`config.mk`:
```
export PLATFORM = sky130hd
export DESIGN_NAME = wavelength_spectrum_color_unit
export DESIGN_NICKNAME = d
export VERILOG_FILES = /design/src/hw/rtl/wsc_pkg.sv /design/src/hw/rtl/wavelength_spectrum_color_unit.sv
export SDC_FILE = /design/constraint.sdc
export NUM_CORES = 2
export LEC_CHECK = 0
export ABC_AREA = 0
export BUFFER_PORTS_ARGS = -buffer_cell sky130_fd_sc_hd__buf_2
export CAP_MARGIN = 20
export CORE_AREA = 2 2 402 404
export CTS_BUF_LIST = sky130_fd_sc_hd__clkbuf_4
export DETAILED_ROUTE_END_ITERATION = 12
export DIE_AREA = 0 0 404 406
export PLACE_DENSITY_LB_ADDON = 0.1
export SLEW_MARGIN = 25
export SYNTH_ARGS = -nofsm -noshare
export SYNTH_HDL_FRONTEND = slang
export SYNTH_SLANG_ARGS = --single-unit
```
`constraint.sdc`:
```
create_clock -name clk -period 12.29 [get_ports clk]
set_input_delay 0.6145 -clock clk [delete_from_list [all_inputs] [get_ports clk]]
set_output_delay 0.6145 -clock clk [all_outputs]
set_load 0.005 [all_outputs]
```
`src/hw/rtl/wsc_pkg.sv`:
```
// Shared constants and types of the spectral color map.
`default_nettype none

package wsc_pkg;

  localparam int FRACTION_BITS = 16;
  localparam int POS_W         = 17;
  localparam int LEVEL_W       = 8;
  // 400 * position needs nine more bits than the position itself
  localparam int P400_W        = POS_W + 9;
  localparam int DIV_W         = 7;

  typedef enum logic [1:0] {
    LM_ZERO,
    LM_ONE,
    LM_RAMP
  } lvl_mode_t;

  typedef struct packed {
    lvl_mode_t red;
    lvl_mode_t green;
    lvl_mode_t blue;
    lvl_mode_t inten;
  } mode_set_t;

endpackage

`default_nettype wire

```
`src/hw/rtl/wavelength_spectrum_color_unit.sv`:
```
// Spectral color map: position in [0,1] to scaled red, green and blue bytes.
`default_nettype none

// One position beat in, one color beat out, in order. The pipeline has six
// register stages, and a new position is taken in every cycle while the
// result side keeps up. Stage one forms the wavelength offset dw = 400 * t,
// stage two finds the spectral segment and builds the two ramp numerators
// (one color ramp and the intensity ramp), stage three multiplies them by
// reciprocals of the segment spans, stage four fixes the quotients by one
// compare-and-subtract and picks the levels, stage five multiplies level by
// intensity and stage six scales by 255, rounds half up and holds the
// output byte. A stall on out_ready freezes every stage at once; in_ready
// follows it in the same cycle. Positions above 1.0 give black.
module wavelength_spectrum_color_unit #(
  parameter int FRACTION_BITS = wsc_pkg::FRACTION_BITS
) (
  input  wire logic                         clk,
  input  wire logic                         rst_n,
  input  wire logic                         in_valid,
  output logic                              in_ready,
  input  wire logic [wsc_pkg::POS_W-1:0]    in_position,
  output logic                              out_valid,
  input  wire logic                         out_ready,
  output logic [wsc_pkg::LEVEL_W-1:0]       out_red_level,
  output logic [wsc_pkg::LEVEL_W-1:0]       out_green_level,
  output logic [wsc_pkg::LEVEL_W-1:0]       out_blue_level
);

  localparam int FB     = FRACTION_BITS;
  localparam int DW_W   = FB + 10;            // dw up to 800 nm-units with fraction
  localparam int NW     = FB + 7;             // ramp numerators, at most 65 * 2^FB
  localparam int LW     = FB + 1;             // level and intensity, Q1.FB
  localparam int PW2    = 2 * LW;
  localparam int SW     = PW2 + 8;            // product times 255
  localparam int SH_UP  = (FB >= 16) ? FB - 16 : 0;
  localparam int SH_DN  = (FB < 16) ? 16 - FB : 0;
  localparam int EXT_W  = wsc_pkg::P400_W + SH_UP;
  localparam int DV     = wsc_pkg::DIV_W;
  localparam int LV     = wsc_pkg::LEVEL_W;

  // Break points as offsets from 380 nm, in dw units
  localparam logic [DW_W-1:0] T40  = DW_W'(40)  << FB;
  localparam logic [DW_W-1:0] T60  = DW_W'(60)  << FB;
  localparam logic [DW_W-1:0] T110 = DW_W'(110) << FB;
  localparam logic [DW_W-1:0] T130 = DW_W'(130) << FB;
  localparam logic [DW_W-1:0] T200 = DW_W'(200) << FB;
  localparam logic [DW_W-1:0] T265 = DW_W'(265) << FB;
  localparam logic [DW_W-1:0] T320 = DW_W'(320) << FB;
  localparam logic [DW_W-1:0] T400 = DW_W'(400) << FB;
  localparam logic [DW_W-1:0] T800 = DW_W'(800) << FB;

  localparam logic [LW-1:0]   ONE_L = LW'(1) << FB;
  localparam logic [SW-1:0]   HALF  = SW'(1) << (2 * FB - 1);

  // Spans after stripping their power-of-two factor
  localparam logic [DV-1:0] D5  = DV'(5);
  localparam logic [DV-1:0] D15 = DV'(15);
  localparam logic [DV-1:0] D25 = DV'(25);
  localparam logic [DV-1:0] D35 = DV'(35);
  localparam logic [DV-1:0] D65 = DV'(65);

  // floor(2^NW / d): the product quotient is exact or one low
  localparam logic [NW-1:0] REC5  = NW'((64'd1 << NW) / 64'd5);
  localparam logic [NW-1:0] REC15 = NW'((64'd1 << NW) / 64'd15);
  localparam logic [NW-1:0] REC25 = NW'((64'd1 << NW) / 64'd25);
  localparam logic [NW-1:0] REC35 = NW'((64'd1 << NW) / 64'd35);
  localparam logic [NW-1:0] REC65 = NW'((64'd1 << NW) / 64'd65);

  function automatic logic [LW-1:0] pick_level(input wsc_pkg::lvl_mode_t mode,
                                               input logic [LW-1:0] ramp);
    logic [LW-1:0] v;
    case (mode)
      wsc_pkg::LM_ONE:  v = ONE_L;
      wsc_pkg::LM_RAMP: v = ramp;
      default:          v = '0;
    endcase
    return v;
  endfunction

  function automatic logic [LV-1:0] round_byte(input logic [PW2-1:0] prod);
    logic [SW-1:0] x;
    x = (SW'(prod) << 8) - SW'(prod) + HALF;
    return x[2 * FB +: LV];
  endfunction

  // One enable for the whole pipe: advance when the output slot is free
  logic adv;
  assign adv      = !out_valid || out_ready;
  assign in_ready = adv;

  // ---------------- stage 1: wavelength offset ----------------
  logic [wsc_pkg::P400_W-1:0] p400;
  logic [DW_W-1:0]            dw_nxt;
  logic [DW_W-1:0]            dw_r;
  logic                       v1_r;

  always_comb begin
    p400   = wsc_pkg::P400_W'(in_position) * wsc_pkg::P400_W'(400);
    dw_nxt = DW_W'((EXT_W'(p400) << SH_UP) >> SH_DN);
  end

  // ---------------- stage 2: segment decode ----------------
  wsc_pkg::mode_set_t mode_nxt, mode2_r;
  logic [NW-1:0]      lnum_nxt, lnum2_r;
  logic [DV-1:0]      ldiv_nxt, ldiv2_r;
  logic [NW-1:0]      lrec_nxt, lrec2_r;
  logic [NW-1:0]      inum_nxt, inum2_r;
  logic               v2_r;

  always_comb begin
    mode_nxt = '{red: wsc_pkg::LM_ZERO, green: wsc_pkg::LM_ZERO,
                 blue: wsc_pkg::LM_ZERO, inten: wsc_pkg::LM_ZERO};
    lnum_nxt = '0;
    ldiv_nxt = D15;
    lrec_nxt = REC15;
    inum_nxt = '0;

    if (dw_r < T60) begin
      // violet: red falls, blue full; span 60 = 4 * 15
      mode_nxt.red  = wsc_pkg::LM_RAMP;
      mode_nxt.blue = wsc_pkg::LM_ONE;
      lnum_nxt      = NW'((T60 - dw_r) >> 2);
      ldiv_nxt      = D15;
      lrec_nxt      = REC15;
    end else if (dw_r < T110) begin
      mode_nxt.green = wsc_pkg::LM_RAMP;
      mode_nxt.blue  = wsc_pkg::LM_ONE;
      lnum_nxt       = NW'((dw_r - T60) >> 1);
      ldiv_nxt       = D25;
      lrec_nxt       = REC25;
    end else if (dw_r < T130) begin
      mode_nxt.green = wsc_pkg::LM_ONE;
      mode_nxt.blue  = wsc_pkg::LM_RAMP;
      lnum_nxt       = NW'((T130 - dw_r) >> 2);
      ldiv_nxt       = D5;
      lrec_nxt       = REC5;
    end else if (dw_r < T200) begin
      mode_nxt.red   = wsc_pkg::LM_RAMP;
      mode_nxt.green = wsc_pkg::LM_ONE;
      lnum_nxt       = NW'((dw_r - T130) >> 1);
      ldiv_nxt       = D35;
      lrec_nxt       = REC35;
    end else if (dw_r < T265) begin
      mode_nxt.red   = wsc_pkg::LM_ONE;
      mode_nxt.green = wsc_pkg::LM_RAMP;
      lnum_nxt       = NW'(T265 - dw_r);
      ldiv_nxt       = D65;
      lrec_nxt       = REC65;
    end else if (dw_r <= T400) begin
      mode_nxt.red = wsc_pkg::LM_ONE;
    end

    // intensity: both ramps reduce to a divide by 25 after a shift
    if (dw_r < T40) begin
      mode_nxt.inten = wsc_pkg::LM_RAMP;
      inum_nxt       = NW'((T60 + dw_r) >> 2);
    end else if (dw_r <= T320) begin
      mode_nxt.inten = wsc_pkg::LM_ONE;
    end else if (dw_r <= T400) begin
      // (3040 - 7 dw) / 800 rewritten around 700 nm to stay narrow
      mode_nxt.inten = wsc_pkg::LM_RAMP;
      inum_nxt       = NW'((T800 - DW_W'(7) * (dw_r - T320)) >> 5);
    end
  end

  // ---------------- stage 3: reciprocal multiply ----------------
  logic [2*NW-1:0]    lprod, iprod;
  logic [LW-1:0]      lq3_r, iq3_r;
  logic [NW-1:0]      lnum3_r, inum3_r;
  logic [DV-1:0]      ldiv3_r;
  wsc_pkg::mode_set_t mode3_r;
  logic               v3_r;

  always_comb begin
    lprod = (2 * NW)'(lnum2_r) * (2 * NW)'(lrec2_r);
    iprod = (2 * NW)'(inum2_r) * (2 * NW)'(REC25);
  end

  // ---------------- stage 4: quotient correction, level select ----------------
  logic [NW-1:0] lrem, irem, lrem_fix;
  logic [LW-1:0] lq, iq;
  logic [LW-1:0] red4_r, green4_r, blue4_r, int4_r;
  logic          v4_r;

  always_comb begin
    lrem     = lnum3_r - NW'(lq3_r) * NW'(ldiv3_r);
    irem     = inum3_r - NW'(iq3_r) * NW'(D25);
    lq       = (lrem >= NW'(ldiv3_r)) ? lq3_r + LW'(1) : lq3_r;
    iq       = (irem >= NW'(D25)) ? iq3_r + LW'(1) : iq3_r;
    lrem_fix = (lrem >= NW'(ldiv3_r)) ? lrem - NW'(ldiv3_r) : lrem;
  end

  // ---------------- stage 5: level times intensity ----------------
  logic [PW2-1:0] red5_r, green5_r, blue5_r;
  logic           v5_r;

  // ---------------- stage 6: scale, round, hold ----------------
  logic [LV-1:0]  red6_r, green6_r, blue6_r;
  logic           v6_r;

  always_ff @(posedge clk) begin
    if (!rst_n) begin
      v1_r <= 1'b0;
      v2_r <= 1'b0;
      v3_r <= 1'b0;
      v4_r <= 1'b0;
      v5_r <= 1'b0;
      v6_r <= 1'b0;
    end else if (adv) begin
      v1_r <= in_valid;
      v2_r <= v1_r;
      v3_r <= v2_r;
      v4_r <= v3_r;
      v5_r <= v4_r;
      v6_r <= v5_r;
    end
  end

  always_ff @(posedge clk) begin
    if (adv) begin
      dw_r     <= dw_nxt;

      mode2_r  <= mode_nxt;
      lnum2_r  <= lnum_nxt;
      ldiv2_r  <= ldiv_nxt;
      lrec2_r  <= lrec_nxt;
      inum2_r  <= inum_nxt;

      lq3_r    <= LW'(lprod >> NW);
      iq3_r    <= LW'(iprod >> NW);
      lnum3_r  <= lnum2_r;
      inum3_r  <= inum2_r;
      ldiv3_r  <= ldiv2_r;
      mode3_r  <= mode2_r;

      red4_r   <= pick_level(mode3_r.red, lq);
      green4_r <= pick_level(mode3_r.green, lq);
      blue4_r  <= pick_level(mode3_r.blue, lq);
      int4_r   <= pick_level(mode3_r.inten, iq);

      red5_r   <= PW2'(red4_r) * PW2'(int4_r);
      green5_r <= PW2'(green4_r) * PW2'(int4_r);
      blue5_r  <= PW2'(blue4_r) * PW2'(int4_r);

      red6_r   <= round_byte(red5_r);
      green6_r <= round_byte(green5_r);
      blue6_r  <= round_byte(blue5_r);
    end
  end

  assign out_valid       = v6_r;
  assign out_red_level   = red6_r;
  assign out_green_level = green6_r;
  assign out_blue_level  = blue6_r;

  // Corrected ramp quotient leaves a remainder below the span
  a_rem_in_range: assert property (@(posedge clk) disable iff (!rst_n)
    v3_r |-> (lrem_fix < NW'(ldiv3_r)))
    else $error("ramp quotient correction out of range");

  // Levels and intensity never exceed 1.0 going into the multiply
  a_level_max: assert property (@(posedge clk) disable iff (!rst_n)
    v5_r && $past(adv) |-> (red4_r <= ONE_L) && (green4_r <= ONE_L) &&
                           (blue4_r <= ONE_L) && (int4_r <= ONE_L))
    else $error("level or intensity above one");

  // At most one color channel ramps in any segment
  a_one_ramp: assert property (@(posedge clk) disable iff (!rst_n)
    v3_r |-> $onehot0({mode3_r.red == wsc_pkg::LM_RAMP,
                       mode3_r.green == wsc_pkg::LM_RAMP,
                       mode3_r.blue == wsc_pkg::LM_RAMP}))
    else $error("more than one ramping channel");

  // An accepted beat enters the first stage
  a_enter: assert property (@(posedge clk) disable iff (!rst_n)
    in_valid && in_ready |=> v1_r)
    else $error("accepted beat lost at pipe entry");

endmodule

`default_nettype wire
```
[Yosys cells after proc, flatten, opt, wreduce, memory -nomap -nowiden]
Cells that the tools add are included.
Word-level totals
  logic and storage cells: 125
  register bits: 401
  output and inout bits: 26
Cells by class
  reductions and logical operators: 5
  multipliers: 9
  eq/ne operators: 8
  add/subtract/negate cells: 18
  muxes and demuxes: 33
  magnitude comparators: 10
Operators with widths (number)
  $mux 23: 6
  $pmux 17 s2: 4
  $add 40x32->40 const B: 3
  $sub 40x34->40: 3
  $mul 17x17->34: 3
  $mux 21: 3
  $mux 20: 3
  $le 26x25->1 const B: 2
  $lt 26x22->1 const B: 2
  $lt 26x24->1 const B: 2
  $mul 17x5->22 const B: 2
  $mul 23x23->40: 1
  $mul 23x16->37 const B: 1
  $add 17x1->17 const B: 2
  $mux 17: 2
  $lt 26x23->1 const B: 1
  $lt 26x25->1 const B: 1
  $mul 3x26->26 const A: 1
  $sub 26x25->26 const B: 1
  $sub 26x26->26 const A: 1
  $add 22x25->25 const A: 1
  $sub 22x25->25 const A: 1
  $sub 24x25->25 const A: 1
  $sub 24x22->24 const B: 1
  20 further kinds: 35

[Logic depth before layout (Yosys ltp)]
  depth in word-level cells: 6
  mapped depth: 27
  depth with buffers taken out: 26

[Least setup slack after synthesis]
No wires, ideal clock.
  path type: input to register
  start: input port out_ready
  end: register v6_r (netlist: out_valid)
  arrival: 11924 ps
  setup time: 600 ps
  path slack: -234 ps
  data required time: 11690 ps
  cell stages on the path: 3
  cells stage by stage: nand2b_1 clkbuf_1 a21boi_0
Between the ends
  longest elaborated chain between the ends: 1
Ends and longest elaborated chain
  start, declared: RTL line wavelength_spectrum_color_unit.sv:23  | input wire logic out_ready,
  $logic_or 1x1->1: RTL line wavelength_spectrum_color_unit.sv:88  | assign adv = !out_valid || out_ready;
  named net in_ready: RTL line wavelength_spectrum_color_unit.sv:20  | output logic in_ready,
  end signal, assigned: RTL line wavelength_spectrum_color_unit.sv:215  | v6_r <= v5_r;
  end, declared: RTL line wavelength_spectrum_color_unit.sv:199  | logic v6_r;
The timed path passes the listed nets, and every way through them passes these cells.
A chain may end at the register's enable or synchronous reset.

[Worst setup path after layout]
  start: register lrec2_r[18]
  end: register lq3_r[10], data pin
Between the ends
  longest elaborated chain between the ends: 1
Ends and longest elaborated chain
  start, declared: RTL line wavelength_spectrum_color_unit.sv:106  | logic [NW-1:0] lrec_nxt, lrec2_r;
  start signal, assigned: RTL line wavelength_spectrum_color_unit.sv:226  | lrec2_r <= lrec_nxt;
  $mul 23x23->40: RTL line wavelength_spectrum_color_unit.sv:175  | lprod = (2 * NW)'(lnum2_r) * (2 * NW)'(lrec2_r);
  named net lprod[33]: RTL line wavelength_spectrum_color_unit.sv:167  | logic [2*NW-1:0] lprod, iprod;
  end signal, assigned: RTL line wavelength_spectrum_color_unit.sv:229  | lq3_r <= LW'(lprod >> NW);
  end, declared: RTL line wavelength_spectrum_color_unit.sv:168  | logic [LW-1:0] lq3_r, iq3_r;
The timed path passes the listed nets, and every way through them passes these cells.

==> flow_summary.ini <==
[min_path]
min-delay-start = in_position[1]
hold_path.class = in2reg

[route]
route.detailed.wl_per_inst_um = 18.38
detailroute.wirelength.met2_mm = 91.52
detailroute.wirelength.met3_mm = 6.842
uppermost_routed_layer = met5
ant_nets = 0
totalWireLength_mm = 184.4
post-route-drc-count = 0
drtPass1Iterations = 5
detailroute.via_count = 52280
post_drt_via_cell_ratio = 5.213
drt_iter0_markers = 2655
wirelength_met1_mm = 81.58

[critical_path]
timing.rr.start = lrec2_r[18]
timing.critical_path.slowest_cell_delay_ps = 950
path_common_cell = fa_1
reg2reg_slack_ps = 4580
critPathRequiredTime_ps = 13100
worstSetupStartpoint = lrec2_r[18]
critical_path_arrival_ps = 8520
timing_worst_setup_path_type = reg2reg
worstSetupStartpointType = register
critPathCaptureType = register
timing.rr.end = lq3_r[10]
cp.buffers_inverters = 3
path_max_fanout = 22
worst_r2r_path_depth = 22
timing.critical_path.max_delay_family = adder cells
cell_depth_of_the_worst_setup_path = 22
endpoint = lq3_r[10]
cell_type_of_the_slowest_stage_on_the_worst_timing_path = edfxtp_1
crit_chain = nand2_1, fa_1, fa_1, inv_1, fa_1, inv_1, fa_1, fa_1, inv_1, fa_1, fa_1, ha_1, a211oi_1, o21ai_0, nor4_1, o31ai_1, a41o_1, a21oi_1, o21a_1, and2_1, o21ai_0, xor2_1

[clocking]
tritoncts = done
cts.clk_slew.worst_paths_ps = 70
cts.path.max_buffers = 3
clock_sink_count = 379
tritoncts.num_buffers = 115
post_cts_resized = 0
cts-htree-levels = 3
clkLatencyLatePin_ps = 1090
cts.root.buffer_cell = clkbuf_4

[synthesis]
yosys-mux-area-fraction_pct = 0.3065
synth_compound_area_share_pct = 6.509
number_of_nets_in_the_synthesized_netlist = 10330
synthSimpleGateAreaFrac_pct = 12.18
synth-xor-area-share_pct = 3.132
post_synth_fa_ha_maj_area_fraction_pct = 52.28
synth_area_leader_cell = fa_1
syn-cell-area_um2 = 76330
largest_family_of_logic_cells_by_synthesized_area = adder cells
syn_inst = 7905
synth_top_area_share_pct = 34.33
synth_enable_flop_cells = 373
synthDistinctLibCells = 90
leading_cell_types_by_total_area_after_synthesis = fa_1, ha_1, edfxtp_1, inv_1, nand2_1
synth-seq-area-share_pct = 14.83
primary_ff_master_synth = edfxtp_1
avgSynthCellArea_um2 = 9.656
async_reset_ff_share_pct = 0
yosysWarnings = 0
synth.ff_latch_count = 379

[cells_and_area]
fill_cells = 15030
ff_latch_area_um2 = 11320
layout-drive-gt1-share_pct = 3.905
design.final.nets = 10270
area_growth_syn_to_layout_pct = 4.860
final_cells = 10030
multi_input_comb_area_um2 = 56800

[sta]
grt_setup_unrepaired = no
setup_total_negative_slack_ps = 0
finalCriticalPeriod_ps = 7709
finalClockSkew_ps = 110.9
timing.max_slew.rel_slack_pct = 25.80
worstMarginPinSlew_ps = 1105
hold_violation_count_in_the_final_report = 0
setup-violations-final = 0
number_of_max_slew_violations_in_the_final_report = 0
timing.final.crit_share_pct = 62.73
max_clock_freq_mhz = 129.7
hold-worst-slack_ps = 290.9

[place]
place.port_buffers = 46
gp_congestion = 0.8994
post-dp-hpwl_mm = 144.4
placedCellCount = 9806

[job]
maxCapViolations = 0

[floorplanning]
fp.dieH_um = 406
placement_rows = 147
initial_utilization_pct = 47.81
fp.dieW_um = 404
core-area_um2 = 159600
dieArea_um2 = 164000
ports_placed_on_the_boundary = 47

[global_route]
grt_pass1_vias = 56820
antenna_found_initial = 2
grt_first_pass_wirelength_mm = 304.9
grt_remaining_overflow = 0
grt_usage_pct = 23.45
pin_count_of_the_biggest_net_entering_global_routing = 146

[status]
run_status = completed
synthesized netlist by cell type (10+ instances only):
library cell,instances
clkbuf_1,265
a211o_1,14
mux2i_1,20
nand2b_1,29
edfxtp_1,373
xor2_1,64
xnor2_1,209
nor4_1,16
a21oi_1,187
fa_1,1309
o21ai_0,116
o221ai_1,10
a31oi_1,27
and2_1,505
o21bai_1,39
or2_2,14
o31ai_1,16
o21a_1,31
nand4_1,32
nor2b_1,70
and3_1,19
o211ai_1,27
nor2_1,178
o22ai_1,28
or3_1,19
or4_1,10
nand2_1,869
a21o_1,82
ha_1,1095
nand3_1,68
a211oi_1,34
nor3_1,43
inv_1,1907
flip-flops by register name (all words and copies together), names as in the netlist, 21 cells and up:
signal / flops
blue5_r: 34
lnum3_r: 21
lnum2_r: 21
dw_r: 22
green5_r: 34
inum2_r: 23
red5_r: 34
inum3_r: 23
through the flow:
step                worst slack, ps  cell area [µm²]  utilization, %
floorplan                      5676            76330               -
global placement               4746            78490           49.16
detailed placement             4640            78490           49.16
CTS                            4597            80030           50.13
global route                   4180            80040           50.14
finish                         4581            80040           50.14
layout by cell type, fill, tap and decap left out, types with 39 or more instances in the layout:
cell type | netlist | layout
inv_1 | 1907 | 1907
fa_1 | 1309 | 1309
ha_1 | 1095 | 1095
nand2_1 | 869 | 869
and2_1 | 505 | 505
edfxtp_1 | 373 | 373
xnor2_1 | 209 | 209
a21oi_1 | 187 | 187
nor2_1 | 178 | 178
clkbuf_4 | 0 | 153
o21ai_0 | 116 | 116
a21o_1 | 82 | 82
nor2b_1 | 70 | 70
nand3_1 | 68 | 68
xor2_1 | 64 | 64
buf_2 | 1 | 46
nor3_1 | 43 | 43
buf_4 | 3 | 43
o21bai_1 | 39 | 39
final cells by class:
cell class / count / share of cell area [%]
multi-input combinational: 5342 / 70.96
sequential: 379 / 14.14
inverter: 1908 / 8.948
tap: 2086 / 3.261
clock buffer: 153 / 1.435
timing repair buffer: 102 / 0.8785
clock inverter: 55 / 0.3580
antenna: 4 / 0.01251
how the worst min path moves through the flow:
| stage | endpoint | cells past startpoint | slack [ps] |
|---|---|---|---|
| detailed placement | ldiv3_r[3] | 0 | 410 |
| CTS | dw_r[5] | 2 | 70 |
| floorplan | ldiv3_r[1] | 0 | 400 |
| global placement | ldiv3_r[1] | 0 | 400 |
| global route | dw_r[5] | 2 | 170 |
| finish | dw_r[5] | 2 | 290 |
logic make-up (layout without fill, tap and decap cells):
family / after synthesis / in the layout
flip-flops: 379 / 379
AND/OR/NAND/NOR: 1908 / 1908
XOR/XNOR: 273 / 273
buffers and inverters: 2184 / 2218
AO/OA/AOI/OAI: 734 / 734
other: 0 / 4
adder cells (fa/ha/maj): 2404 / 2404
multiplexers: 23 / 23
routing by layer:
metal / GRT usage, % / vias to the layer above
met5: 0 / -
met1: 31.10 / 26560
li1: - / 24510
met4: 6.507 / 2
met3: 2.385 / 250
met2: 40.82 / 959
what timing repair did:
| action | CTS | global route |
|---|---|---|
| hold buffers | 11 | 0 |
| hold endpoints to repair | 13 | 0 |
| setup buffers | 0 | 0 |
Power is left out: the tool's default activity adds up to more than one toggle a clock period on the data nets, which glitch-free logic cannot reach.
